--- config.mk ---
export PLATFORM = sky130hd
export DESIGN_NAME = alignment_percent_identity
export DESIGN_NICKNAME = d
export VERILOG_FILES = /design/src/sv/api_pkg.sv /design/src/sv/api_divider.sv /design/src/sv/alignment_percent_identity.sv
export SDC_FILE = /design/constraint.sdc
export NUM_CORES = 1
export LEC_CHECK = 0
export ABC_AREA = 0
export ABC_CLOCK_PERIOD_IN_PS = 3600
export BUFFER_PORTS_ARGS = -buffer_cell sky130_fd_sc_hd__buf_4
export CAP_MARGIN = 20
export CORE_ASPECT_RATIO = 1.4
export CORE_UTILIZATION = 56
export CTS_CLUSTER_DIAMETER = 100
export CTS_CLUSTER_SIZE = 12
export DETAILED_ROUTE_END_ITERATION = 8
export PLACE_DENSITY = 0.75
export SLEW_MARGIN = 10
export SYNTH_ARGS = -nofsm -noshare
export SYNTH_HDL_FRONTEND = slang
export SYNTH_SLANG_ARGS = --single-unit
export TNS_END_PERCENT = 100
--- constraint.sdc ---
create_clock -name i_clk -period 3.6 [get_ports i_clk]
set_input_delay 0.36 -clock i_clk [delete_from_list [all_inputs] [get_ports i_clk]]
set_output_delay 0.36 -clock i_clk [all_outputs]
set_load 0.03 [all_outputs]
--- src/sv/api_pkg.sv ---
// ----------------------------------------------------------------------------
// api_pkg
// Shared types and constants for the alignment percent identity block.
// ----------------------------------------------------------------------------
package api_pkg;

    localparam int CNT_W       = 16;
    localparam int PCT_W       = 15;
    localparam int CHAR_W      = 8;
    localparam int NUM_W       = CNT_W + PCT_W;
    localparam int DIV_STEPS   = PCT_W;
    localparam int STEP_W      = $clog2(DIV_STEPS + 1);

    localparam logic [CHAR_W-1:0] GAP_CHAR = 8'd45;

    localparam int MAX_COLUMNS = 65535;
    localparam int SAT_LIMIT_I = (MAX_COLUMNS < 65535) ? MAX_COLUMNS : 65535;
    localparam logic [CNT_W-1:0] SAT_LIMIT = SAT_LIMIT_I[CNT_W-1:0];

    // 100 percent with 8 fraction bits
    localparam int PCT_SCALE_I = 25600;
    localparam logic [PCT_W-1:0] PCT_SCALE = PCT_SCALE_I[PCT_W-1:0];

    typedef enum logic [1:0] {
        ST_IDLE,
        ST_MUL,
        ST_DIV,
        ST_DONE
    } t_state;

    typedef struct packed {
        logic start;
    } t_div_ctrl;

    typedef struct packed {
        logic done;
    } t_div_stat;

endpackage

--- src/sv/api_divider.sv ---
// ----------------------------------------------------------------------------
// api_divider
// Restoring divider, one quotient bit per cycle through one shared subtractor.
// The quotient is known to fit in PCT_W bits, so the numerator's top CNT_W
// bits seed the remainder and only PCT_W steps are needed.
// ----------------------------------------------------------------------------
module api_divider
    import api_pkg::*;
(
    input  logic             i_clk,
    input  logic             i_rst_n,
    input  t_div_ctrl        i_ctrl,
    input  logic [NUM_W-1:0] i_numer,
    input  logic [CNT_W-1:0] i_denom,
    output t_div_stat        o_stat,
    output logic [PCT_W-1:0] o_quotient
);

    logic [CNT_W-1:0]  r_rem;
    logic [PCT_W-1:0]  r_quo;
    logic [STEP_W-1:0] r_cnt;
    logic              r_done;

    logic [CNT_W:0]    trial;
    logic [CNT_W:0]    diff;
    logic              q_bit;

    always_comb begin
        trial = {r_rem, r_quo[PCT_W-1]};
        diff  = trial - {1'b0, i_denom};
        q_bit = (trial >= {1'b0, i_denom});
    end

    always_ff @(posedge i_clk) begin
        if (!i_rst_n) begin
            r_cnt  <= '0;
            r_done <= 1'b0;
        end else begin
            r_done <= 1'b0;
            if (i_ctrl.start) begin
                r_cnt <= STEP_W'(DIV_STEPS);
            end else if (r_cnt != '0) begin
                r_cnt  <= r_cnt - 1'b1;
                r_done <= (r_cnt == STEP_W'(1));
            end
        end
    end

    always_ff @(posedge i_clk) begin
        if (i_ctrl.start) begin
            r_rem <= i_numer[NUM_W-1:PCT_W];
            r_quo <= i_numer[PCT_W-1:0];
        end else if (r_cnt != '0) begin
            // shift the next numerator bit in, retire one quotient bit
            r_rem <= q_bit ? diff[CNT_W-1:0] : trial[CNT_W-1:0];
            r_quo <= {r_quo[PCT_W-2:0], q_bit};
        end
    end

    assign o_stat.done = r_done;
    assign o_quotient  = r_quo;

endmodule

--- src/sv/alignment_percent_identity.sv ---
// ----------------------------------------------------------------------------
// alignment_percent_identity
// Streams aligned columns and reports match, mismatch and column counts and
// the percent identity of the alignment.
// ----------------------------------------------------------------------------
// A column that is not the last is taken and the block stays ready for the
// next. The last column starts the percent computation: the 16x15 scale
// multiply in ST_MUL, then the restoring divider, which retires one quotient
// bit a cycle on a single shared subtractor, and then the result load from
// ST_DONE. Input ready is low for that whole time. The result sits in an
// output register, so columns of the next alignment are taken while it
// waits; a new last column waits for the output register before its result
// loads. The ignore_gaps register (reset 1) is always ready for a write.
// ----------------------------------------------------------------------------
module alignment_percent_identity
    import api_pkg::*;
(
    input  logic              i_clk,
    input  logic              i_rst_n,
    // configuration write
    input  logic              i_cfg_valid,
    output logic              o_cfg_ready,
    input  logic              i_cfg_ignore_gaps,
    // column input
    input  logic              i_in_valid,
    output logic              o_in_ready,
    input  logic [CHAR_W-1:0] i_row_a_char,
    input  logic [CHAR_W-1:0] i_row_b_char,
    input  logic              i_final_column,
    // result output
    output logic              o_out_valid,
    input  logic              i_out_ready,
    output logic [PCT_W-1:0]  o_identity_percent,
    output logic [CNT_W-1:0]  o_match_total,
    output logic [CNT_W-1:0]  o_mismatch_total,
    output logic [CNT_W-1:0]  o_aligned_total
);

    function automatic logic [CNT_W-1:0] sat(input logic [CNT_W+1:0] s);
        return (s > {2'b00, SAT_LIMIT}) ? SAT_LIMIT : s[CNT_W-1:0];
    endfunction

    t_state r_state, n_state;

    logic             r_ignore_gaps;
    logic             r_inside;
    logic [CNT_W-1:0] r_match, r_mismatch, r_column;
    logic [CNT_W-1:0] r_pend_match, r_pend_mismatch;

    logic [CNT_W-1:0] r_div_match, r_div_mismatch, r_div_column;

    logic             r_out_valid;
    logic [PCT_W-1:0] r_out_pct;
    logic [CNT_W-1:0] r_out_match, r_out_mismatch, r_out_column;

    logic             in_take;
    logic             gap, same;
    logic [CNT_W-1:0] n_match, n_mismatch, n_column;
    logic [CNT_W-1:0] n_pend_match, n_pend_mismatch;
    logic             n_inside;
    logic             load_out;

    t_div_ctrl        div_ctrl;
    t_div_stat        div_stat;
    logic [NUM_W-1:0] div_numer;
    logic [PCT_W-1:0] div_quo;

    assign o_cfg_ready = 1'b1;
    assign in_take     = i_in_valid && o_in_ready;

    // column update
    always_comb begin
        gap  = (i_row_a_char == GAP_CHAR) || (i_row_b_char == GAP_CHAR);
        same = (i_row_a_char == i_row_b_char);

        n_match         = r_match;
        n_mismatch      = r_mismatch;
        n_column        = r_column;
        n_pend_match    = r_pend_match;
        n_pend_mismatch = r_pend_mismatch;
        n_inside        = r_inside;

        if (!gap) begin
            // a gap-free column confirms the held gap columns
            n_match    = sat({2'b00, r_match} + {2'b00, r_pend_match}
                             + {{(CNT_W+1){1'b0}}, same});
            n_mismatch = sat({2'b00, r_mismatch} + {2'b00, r_pend_mismatch}
                             + {{(CNT_W+1){1'b0}}, !same});
            n_column   = sat({2'b00, r_column} + {2'b00, r_pend_match}
                             + {2'b00, r_pend_mismatch} + (CNT_W+2)'(1));
            n_pend_match    = '0;
            n_pend_mismatch = '0;
            n_inside        = 1'b1;
        end else if (r_inside && !r_ignore_gaps) begin
            if (same) begin
                n_pend_match = sat({2'b00, r_pend_match} + (CNT_W+2)'(1));
            end else begin
                n_pend_mismatch = sat({2'b00, r_pend_mismatch} + (CNT_W+2)'(1));
            end
        end
    end

    always_ff @(posedge i_clk) begin
        if (!i_rst_n) begin
            r_ignore_gaps <= 1'b1;
        end else if (i_cfg_valid && o_cfg_ready) begin
            r_ignore_gaps <= i_cfg_ignore_gaps;
        end
    end

    always_ff @(posedge i_clk) begin
        if (!i_rst_n) begin
            r_inside        <= 1'b0;
            r_match         <= '0;
            r_mismatch      <= '0;
            r_column        <= '0;
            r_pend_match    <= '0;
            r_pend_mismatch <= '0;
        end else if (in_take) begin
            if (i_final_column) begin
                // totals move to the divide stage, start a fresh alignment
                r_inside        <= 1'b0;
                r_match         <= '0;
                r_mismatch      <= '0;
                r_column        <= '0;
                r_pend_match    <= '0;
                r_pend_mismatch <= '0;
            end else begin
                r_inside        <= n_inside;
                r_match         <= n_match;
                r_mismatch      <= n_mismatch;
                r_column        <= n_column;
                r_pend_match    <= n_pend_match;
                r_pend_mismatch <= n_pend_mismatch;
            end
        end
    end

    always_ff @(posedge i_clk) begin
        if (in_take && i_final_column) begin
            r_div_match    <= n_match;
            r_div_mismatch <= n_mismatch;
            r_div_column   <= n_column;
        end
    end

    // sequencer
    always_ff @(posedge i_clk) begin
        if (!i_rst_n) begin
            r_state <= ST_IDLE;
        end else begin
            r_state <= n_state;
        end
    end

    always_comb begin
        n_state        = r_state;
        o_in_ready     = 1'b0;
        div_ctrl.start = 1'b0;
        load_out       = 1'b0;
        unique case (r_state)
            ST_IDLE: begin
                o_in_ready = 1'b1;
                if (i_in_valid && i_final_column) begin
                    n_state = ST_MUL;
                end
            end
            ST_MUL: begin
                div_ctrl.start = 1'b1;
                n_state        = ST_DIV;
            end
            ST_DIV: begin
                if (div_stat.done) begin
                    n_state = ST_DONE;
                end
            end
            ST_DONE: begin
                // hold until the output register is free
                if (!r_out_valid || i_out_ready) begin
                    load_out = 1'b1;
                    n_state  = ST_IDLE;
                end
            end
            default: n_state = ST_IDLE;
        endcase
    end

    assign div_numer = NUM_W'(r_div_match) * NUM_W'(PCT_SCALE);

    api_divider u_divider (
        .i_clk      (i_clk),
        .i_rst_n    (i_rst_n),
        .i_ctrl     (div_ctrl),
        .i_numer    (div_numer),
        .i_denom    (r_div_column),
        .o_stat     (div_stat),
        .o_quotient (div_quo)
    );

    // output register
    always_ff @(posedge i_clk) begin
        if (!i_rst_n) begin
            r_out_valid <= 1'b0;
        end else if (load_out) begin
            r_out_valid <= 1'b1;
        end else if (i_out_ready) begin
            r_out_valid <= 1'b0;
        end
    end

    always_ff @(posedge i_clk) begin
        if (load_out) begin
            r_out_pct      <= (r_div_column == '0) ? '0 : div_quo;
            r_out_match    <= r_div_match;
            r_out_mismatch <= r_div_mismatch;
            r_out_column   <= r_div_column;
        end
    end

    assign o_out_valid        = r_out_valid;
    assign o_identity_percent = r_out_pct;
    assign o_match_total      = r_out_match;
    assign o_mismatch_total   = r_out_mismatch;
    assign o_aligned_total    = r_out_column;

endmodule

### Word level (Yosys, flattened, before mapping)

Index checks and enable logic that the tools add are counted.

* bits in registers: 232
* logic and storage cells: 112
* input bits: 23
* output and inout bits: 66

* equal/unequal tests: 14
* add/sub/neg operators: 11
* multipliers: 1
* multiplexer cells: 38
* magnitude comparators: 6
* bitwise gates (word level): 2
* reduce and logical (&&, ||, !) cells: 19

Operators by type and width (count)
* $mux 16: 22
* $gt 18x16->1 const B: 3
* $add 16x16->17: 3
* $add 17x1->18: 2
* $add 16x1->17 const B: 2
* $gt 17x16->1 const B: 2
* $mux 15: 2
* $mul 16x5->21 const B: 1
* $add 17x16->18: 1
* $add 18x1->18 const B: 1
* $ge 17x16->1: 1
* $eq 8x6->1 const B: 2
* $logic_not 16->1: 1
* $sub 16x16->16: 1
* $reduce_and 3->1: 3
* $eq 8x8->1: 1
* $mux 1: 8
* $mux 4: 2
* $pmux 2 s4: 1
* $mux 2: 3
* $ne 2x2->1 const B: 3
* $ne 3x2->1 const B: 2
* $eq 2x2->1 const B: 2
* $eq 4x1->1 const B: 1
* 13 further kinds: 21

### Longest topological paths before layout

Gate-level depths: netlist of run 1.

* word-level depth: 7
* gate-level depth with buffers: 16
* mapped depth without buffers: 14

### Cells and area by module

Synthesis of run 1 repeated with hierarchy kept, for this count alone.

* cells, all modules: 1552
* area, all modules: 15178.3 µm²

Modules (own cells, without submodules)
* alignment_percent_identity: sequential area each 5034.8 µm², instances 1, cells an instance 1284, area an instance 12570.8 µm²
* api_divider: sequential area each 1031.0 µm², instances 1, cells an instance 268, area an instance 2607.5 µm²

### Least setup slack after synthesis of run 1

OpenSTA, ideal clock, no wires.

* path type: reg2reg
* from: register r_out_valid, in the netlist o_out_valid
* to: register r_out_column[0], in the netlist o_aligned_total[0] (enable)
* setup time: 0.492 ns
* period minus slack after synthesis: 3.885 ns
* data arrival time: 3.393 ns
* cell stages (with the launch flop): 3
* required time: 3.108 ns
* slack: -0.285 ns
* buffers on the path: 0
* path through: dfxtp_1 -> nor2b_1 -> nor2b_1

* word-level cells in the longest chain between the ends: 4

Ends and longest elaborated chain
* start: declaration: RTL line alignment_percent_identity.sv:52 `logic r_out_valid;`
* start signal: assignment: RTL line alignment_percent_identity.sv:203 `r_out_valid <= 1'b0;`
* start signal: assignment: RTL line alignment_percent_identity.sv:205 `r_out_valid <= 1'b1;`
* start signal: assignment: RTL line alignment_percent_identity.sv:207 `r_out_valid <= 1'b0;`
* $logic_not 1->1: RTL line alignment_percent_identity.sv:179 `if (!r_out_valid || i_out_ready) begin`
* $logic_or 1x1->1: RTL line alignment_percent_identity.sv:179
* $mux 1: RTL line alignment_percent_identity.sv:179
* $mux 1: RTL line alignment_percent_identity.sv:161 `unique case (r_state)`
* via load_out: RTL line alignment_percent_identity.sv:61 `logic load_out;`
* end signal: assignment: RTL line alignment_percent_identity.sv:216 `r_out_column <= r_div_column;`
* end: declaration: RTL line alignment_percent_identity.sv:54 `logic [CNT_W-1:0] r_out_match, r_out_mismatch, r_out_column;`

The timed path passes the listed nets, and every way through them passes these cells.
A chain may end at the register's enable or synchronous reset.

### Worst setup path after layout of run 1

* from: register r_div_match[3]
* to: register u_divider.r_rem[8], data pin

* word-level cells in the longest chain between the ends: 2

Ends and longest elaborated chain
* start: declaration: RTL line alignment_percent_identity.sv:50 `logic [CNT_W-1:0] r_div_match, r_div_mismatch, r_div_column;`
* start signal: assignment: RTL line alignment_percent_identity.sv:141 `r_div_match <= n_match;`
* $mul 16x5->21: RTL line alignment_percent_identity.sv:188 `assign div_numer = NUM_W'(r_div_match) * NUM_W'(PCT_SCALE);`
* $mux 16: RTL line api_divider.sv:50 `if (i_ctrl.start) begin`
* end signal: assignment: RTL line api_divider.sv:51 `r_rem <= i_numer[NUM_W-1:PCT_W];`
* end signal: assignment: RTL line api_divider.sv:55 `r_rem <= q_bit ? diff[CNT_W-1:0] : trial[CNT_W-1:0];`
* end: declaration: RTL line api_divider.sv:19 `logic [CNT_W-1:0] r_rem;`

No other way between the ends.

==> results.md, run 1 <==
- Outcome: complete, but fails checks
- Failing checks: design-rule violations
- Worst r2r dst: u_divider.r_rem[8]
- Critical path type: reg -> reg
- Layout area overhead: 18.0%
- R2R Path Start: r_div_match[3]
- Die ar.: 0.0270 mm^2
- Initial antenna violation count: 0
- Final setup margin: 0.0468 ns
- Total GRT Usage: between 20 and 30%
- TritonCTS clock tree: done
- Pwr/cell area: 595 mW/mm^2
- Multi-input logic area: 0.00846 mm^2
- Dpl hpwl: 30.1 mm
- Worst Setup EP: u_divider.r_rem[8]
- Clk sinks: approximately 230
- Initial Util: 56.8%
- Crit Path Max Fanout: 4
- Die Y-Extent: 194 um
- Crit path launch type: flop
- Cell Area, Synth: 0.0148 mm^2
- H-tree Lvls: 1
- CTS max path bufs: 3
- Layout Nets: 1891
- Critical Path RT: just under 4 ns
- Vias: 12.6k
- FF-to-FF path depth: 15
- Distinct cells, synth: 85
- Placed cell area: between 0.015 and 0.02 mm^2
- Final Setup Violations: 0
- Ant. Diodes: 0
- Fill cell count: between 2k and 2.5k
- Sequential area share after synthesis: 40.4%
- Share of layout cells above drive strength 1: 16.9%
- Syn_nets: 1725
- Worst VDD drop: 0.000421 V
- Vias in the first global route: 12.6k
- Max-Cap Viols: 0
- Flops & latches, synth: 232
- Hold Buf Count CTS: 0
- Global placement routability congestion: 0.941
- Root buffer cell: clkbuf_16
- Avg Inst Size Synth: 9.56 um^2
- Worst-Margin Slew: 1.01 ns
- R2R Setup Slk: 0.05 ns
- Hold Path Class: in -> reg
- Slew headroom: 32.6%
- Clk_lat worst skew: 0.53 ns
- FMAX: 0.281 GHz
- Core area: around 0.026 mm^2
- Clk pin slew, worst setup/hold paths: about 0.06 ns
- I/O pins: 89
- Die X-Extent: 139 um
- Largest net degree at the start of global routing: 49
- Design area: 0.0174 mm^2
- DRT Wirelength: 40.1 mm
- Via/cell ratio: 6.16
- RSZ-0062 raised after global routing: yes
- Post-synth EDFFs: 132
- Primary FF master, synth: edfxtp_1
- Port Buffers: 87
- Synth warnings: 0
- Min Tclk post-route: 3.55 ns
- Worst Setup End Kind: flop
- Final period util: 98.7%
- First-pass GRT wire length: 62.5 mm
- Drt wl/cell: 19.6 um
- Antenna-violating nets left: 0
- Static leakage: 0.00729 uW
- Starting DRT DRC Count: 700
- Worst Setup SP: r_div_match[3]
- Asr flop ratio synth: 0%
- WHS: between 0.04 and 0.05 ns
- Final Max Tran Viols: 0
- Worst clock skew: between 0.015 and 0.02 ns
- GR Overflow Total: 0
- Hold Vio Cnt, Final: 0
- Setup TNS: 0 ns
- Site Rows: 70
- Drt drc: 6
- Cells after Synth: ~1.5k
- Critical Path AT: 3.82 ns
- Place WS: -0.154 ns
- Num CTS Buffers: 23
- FF/Latch Area: about 0.0060 mm^2
- 1st-pass router iterations: 8
## critical path, stage by stage, from the launching register on
cell and delay, ns:
edfxtp_1 0.50, ha_4 0.28, ha_4 0.26, inv_2 0.03, fa_1 0.50, inv_2 0.05
ha_4 0.23, buf_4 0.15, o21a_1 0.19, a21oi_2 0.23, o21a_1 0.20, o31ai_2 0.08
a21oi_1 0.26, xnor2_1 0.17, nor2_1 0.12, a31oi_1 0.05
## sequential cells by signal (all words and copies together) (netlist names), 4 cells and up
| register | count |
|---|---|
| o_aligned_total | 16 |
| o_match_total | 16 |
| o_mismatch_total | 16 |
| r_column | 16 |
| r_div_column | 16 |
| r_div_match | 16 |
| r_div_mismatch | 16 |
| r_match | 16 |
| r_mismatch | 16 |
| r_pend_match | 16 |
| r_pend_mismatch | 16 |
| u_divider.r_rem | 16 |
| o_identity_percent | 15 |
| u_divider.o_quotient | 15 |
| u_divider.r_cnt | 4 |
## power breakdown
part,switching (uW),leakage (uW),total (uW),internal [uW]
logic,2660,0.00493,4570,1910
registers,265,0.00205,3610,3340
clock network,1000,0.000306,2200,1190
total,3930,0.00729,10400,6440
## area by class of cell
| type | instances | area share (%) |
|---|---|---|
| multi-input combinational | 1145 | 48.6 |
| sequential | 232 | 34.3 |
| timing repair buffer | 196 | 8.73 |
| clock buffer | 38 | 3.63 |
| inverter | 113 | 2.43 |
| tap | 324 | 2.33 |
| clock inverter | 1 | 0.0503 |
## synth_stat cells, types with 5 or more instances
library cell  count  area, um^2
nand2_1         118         443
edfxtp_1        132        3960
o311ai_1         11        96.3
a21boi_0         15         113
and2_1           26         163
xnor2_1          41         359
o21ai_0          79         395
o221ai_1          5        43.8
nor2b_1          16         100
dfxtp_1         100        2000
a21oi_1         115         576
xor2_1           32         280
a31oi_1          13        81.3
nor3_1           29         145
o31a_1           10        87.6
a31o_2            5        43.8
buf_2            10        50.1
inv_1           112         420
ha_1            125        1560
nand3_1          32         160
o22ai_1          14        87.6
and3_1           15        93.8
nor2_1          144         541
nor4_1           12        75.1
or3_1            10        62.6
a211oi_1         14         105
clkbuf_1         36         135
or2_2             8        50.1
nand2b_1         11        68.8
o21bai_1          8        60.1
o31ai_1          10        75.1
o22a_1           15         131
o21ai_1          10        50.1
nand4_1          12        75.1
a22o_1           15         131
a21o_1           26         195
fa_1             32         641
a22oi_1           5        37.5
o21a_1           36         270
## cells in the final DEF, fill, tap and decap left out, drive strengths merged, types with 5 or more instances in the layout
cell type,n
and3,15
nand2b,11
xnor2,41
o211ai,5
and2,26
nor4,12
a211oi,14
o21bai,8
o31a,10
a21boi,20
inv,113
or3,10
a21o,26
dfxtp,100
nor2,144
a31oi,13
o22ai,14
a21oi,115
xor2,32
clkbuf,38
o31ai,11
o21ai,90
or2,8
nand2,119
a31o,5
o22a,15
a2111oi,5
nor2b,17
buf,196
a22o,15
o311ai,12
nand4,12
nand3,32
fa,32
o21a,36
nor3,29
o221ai,5
edfxtp,132
a22oi,6
ha,125
## worst min-delay path by stage
stage	from	end	depth (start not counted)	slack [ns]
floorplan	r_div_mismatch[0]	o_mismatch_total[0]	0	0.40
global placement	r_div_mismatch[10]	o_mismatch_total[10]	0	0.41
detailed placement	r_div_mismatch[10]	o_mismatch_total[10]	0	0.40
CTS	i_cfg_ignore_gaps	r_ignore_gaps	3	0.03
global route	i_cfg_ignore_gaps	r_ignore_gaps	3	0.05
finish	i_cfg_ignore_gaps	r_ignore_gaps	3	0.05
## per-layer routing
layer | track usage [%] | routed length [um] | up-vias
met4 | 21.0 | 2850 | 0
met3 | 3.58 | 1630 | 159
li1 | - | - | 5954
met5 | 0 | 0 | -
met1 | 29.3 | 14300 | 6073
met2 | 55.5 | 21300 | 434
## cell families (layout without fill, tap and decap cells)
| group | Yosys count | after routing | synth area share, % |
|---|---|---|---|
| mux | 3 | 3 | 0.203 |
| xor+xnor | 73 | 73 | 4.33 |
| compound gates | 461 | 461 | 21.1 |
| flops | 232 | 232 | 40.4 |
| other cells | 1 | 1 | 0.0254 |
| simple gates | 450 | 450 | 14.4 |
| fa+ha+maj | 157 | 157 | 14.9 |
| buf+inv | 168 | 348 | 4.56 |
## per-stage QoR
step,total power [uW],util (%),instances
after floorplan,6450,-,1545
after global placement,7690,63.1,2003
after detailed placement,7820,63.1,2003
after CTS,10100,65.7,2044
after global routing,10900,67.0,2049
final,10400,67.0,2049
## what timing repair did
| action | CTS | global route |
|---|---|---|
| setup buffers | 2 | 4 |
| pin swaps | 8 | 38 |
| setup endpoints to repair | 6 | 40 |
| gates resized for setup | 10 | 48 |
| cloned | 0 | 1 |
| endpoints found under the hold margin | 0 | 0 |
(Power assumes the default switching activity.)
==> run 2, diff against run 1 <==
--- a/config.mk
+++ b/config.mk
@@ -14,7 +14,7 @@
 export CTS_CLUSTER_DIAMETER = 100
 export CTS_CLUSTER_SIZE = 12
 export DETAILED_ROUTE_END_ITERATION = 8
-export PLACE_DENSITY = 0.75
+export PLACE_DENSITY = 0.8
 export SLEW_MARGIN = 10
 export SYNTH_ARGS = -nofsm -noshare
 export SYNTH_HDL_FRONTEND = slang
==> results.md, run 2 (same netlist as run 1, synthesis figures left out) <==
- Die Y-Extent: 194 um (unchanged)
- Clk pin slew, worst setup/hold paths: 0.07 ns (was 0.06 ns)
- Vias in the first global route: 12.9k (was 12.6k)
- Clk_lat worst skew: 0.53 ns (about the same)
- Min Tclk post-route: 3.62 ns (was 3.55 ns)
- Final Setup Violations: 1 (was 0)
- Worst-Margin Slew: 1.02 ns (was 1.01 ns)
- Clk sinks: 232 (unchanged)
- Crit Path Max Fanout: 3 (was 4)
- DRT Wirelength: 40.9 mm (was 40.1 mm)
- H-tree Lvls: 1 (unchanged)
- FMAX: 0.277 GHz (was 0.281 GHz)
- Pwr/cell area: 593 mW/mm^2 (was 595 mW/mm^2)
- Layout area overhead: 18.5% (was 18.0%)
- Global placement routability congestion: 0.932 (was 0.941)
- Site Rows: 70 (unchanged)
- Worst VDD drop: 0.000348 V (was 0.000421 V)
- Drt wl/cell: 19.9 um (was 19.6 um)
- Initial Util: 56.8% (unchanged)
- Port Buffers: 87 (unchanged)
- Slowest cell delay on critical path: 0.49 ns (was 0.50 ns)
- Root buffer cell: clkbuf_16 (unchanged)
- Starting DRT DRC Count: 945 (was 700)
- Critical Path AT: 3.91 ns (was 3.82 ns)
- Commonest non-fill, non-tap cell in the layout: buf_4 (unchanged)
- Final setup margin: -0.0152 ns (was 0.0468 ns)
- Worst clock skew: 0.0147 ns (was 0.0190 ns)
- CP cell instances: ha_1 > ha_1 > inv_2 > fa_1 > inv_2 > ha_4 > a211oi_4 > o21ai_2 > a2111o_1 > a31o_2 > a21oi_2 > xor2_1 > nand2_1 > o31a_1 (was ha_4 > ha_4 > inv_2 > fa_1 > inv_2 > ha_4 > buf_4 > o21a_1 > a21oi_2 > o21a_1 > o31ai_2 > a21oi_1 > xnor2_1 > nor2_1 > a31oi_1)
- Largest net degree at the start of global routing: 49 (unchanged)
- Ant. Diodes: 0 (unchanged)
- Outcome: complete, but fails checks (unchanged)
- Num CTS Buffers: 23 (unchanged)
- Final Total Pwr: 10400 uW (about the same)
- Drt drc: 7 (was 6)
- Hold Path Class: in -> reg (unchanged)
- I/O pins: 89 (unchanged)
- TritonCTS clock tree: done (unchanged)
- Most frequent cells in the layout: buf_4, nor2_1, edfxtp_1 (unchanged)
- Failing checks: design-rule violations, negative setup slack (was design-rule violations)
- Critical Path RT: 3.89 ns (was 3.86 ns)
- Core area: 0.0260 mm^2 (unchanged)
- Via/cell ratio: 6.22 (was 6.16)
- Hold Vio Cnt, Final: 0 (unchanged)
- Critical path type: reg -> reg (unchanged)
- Setup TNS: -0.0152 ns (was 0 ns)
- Final period util: 100% (was 98.7%)
- Die ar.: 0.0270 mm^2 (unchanged)
- 1st-pass router iterations: 7 (was 8)
- Slew headroom: 32.0% (was 32.6%)
- RSZ-0062 raised after global routing: yes (unchanged)
- Static leakage: 0.00741 uW (was 0.00729 uW)
- WHS: 0.0443 ns (was 0.0451 ns)
- Antenna-violating nets left: 0 (unchanged)
- Total GRT Usage: 29.6% (was 29.3%)
- First-pass GRT wire length: 63.4 mm (was 62.5 mm)
- Crit path launch type: flop (unchanged)
- Layout Nets: 1898 (was 1891)
- Max-Cap Viols: 0 (unchanged)
- CTS max path bufs: 3 (unchanged)
- CP top delay family: adder cells (unchanged)
- Worst Setup End Kind: flop (unchanged)
- Worst path bufs/invs: 2 (was 3)
- Vias: 12.8k (was 12.6k)
- Final Max Tran Viols: 0 (unchanged)
- Share of layout cells above drive strength 1: 17.2% (was 16.9%)
- GR Overflow Total: 0 (unchanged)
- Initial antenna violation count: 0 (unchanged)
- Dpl hpwl: 29.8 mm (was 30.1 mm)
- Slowest CP cell: fa_1 (was edfxtp_1)
- Die X-Extent: 139 um (unchanged)
==> run 2: changes by cell type in the layout (fill, tap and decap cells not counted), sizes merged <==
cell / change
buf: +5
clkbuf: +3
==> run 2: worst paths after layout <==
check,start,end,slack (ns),cells after the start
worst min-delay path,i_cfg_ignore_gaps,r_ignore_gaps,0.04,3
worst max-delay path,r_div_match[2],u_divider.r_rem[11],-0.02,14
worst min register to register,r_div_mismatch[10],o_mismatch_total[10],0.42,0
worst max register to register,r_div_match[2],u_divider.r_rem[11],-0.02,14
==> run 2: metrics by stage <==
step           instance area [um^2]  util [%]  worst slack, ns  cells
2_1_floorplan                 14800         -           0.0481   1545
3_3_place_gp                  16400      62.9           -0.143   1998
3_5_place_dp                  16400      62.9           -0.217   1999
4_1_cts                       17100      65.7           0.0109   2043
5_1_grt                       17500      67.3           -0.131   2057
6_report                      17500      67.3          -0.0152   2057
==> run 2: cell type report <==
type	instances	area, um^2
clock inverters	1	8.76
clock buffers	39	636
multi-input cells	1145	8420
well taps	324	405
repair buffers	203	1630
fillers	1963	8520
flip-flops and latches	232	5970
inverters	113	424
==> run 2: what timing repair did <==
action / 4_1_cts / 5_1_grt
buffers inserted: 4 / 11
hold buffers: 0 / 0
gates cloned: 0 / 4
gates resized for setup: 10 / 49
endpoints found under the setup margin: 20 / 38
pin swaps: 16 / 32
hold endpoints to repair: 0 / 0
==> run 2: tightest hold or removal path, cell delays in order <==
cell,delay (ns)
buf_4,0.08
mux2i_1,0.05
nand2_1,0.06
==> run 2: routing by layer <==
metal | vias to the layer above | routed length (um) | global-route usage (%)
met5 | - | 0 | 0
met4 | 0 | 2810 | 19.4
met3 | 168 | 2070 | 3.33
met2 | 500 | 21900 | 57.0
met1 | 6153 | 14100 | 29.5
li1 | 5978 | - | -
==> run 2: where the power goes <==
| group | leakage (uW) | total [uW] | switching, uW | internal, uW |
|---|---|---|---|---|
| sequential | 0.00205 | 3620 | 273 | 3340 |
| combinational | 0.00505 | 4560 | 2650 | 1910 |
| clock | 0.000307 | 2190 | 996 | 1190 |
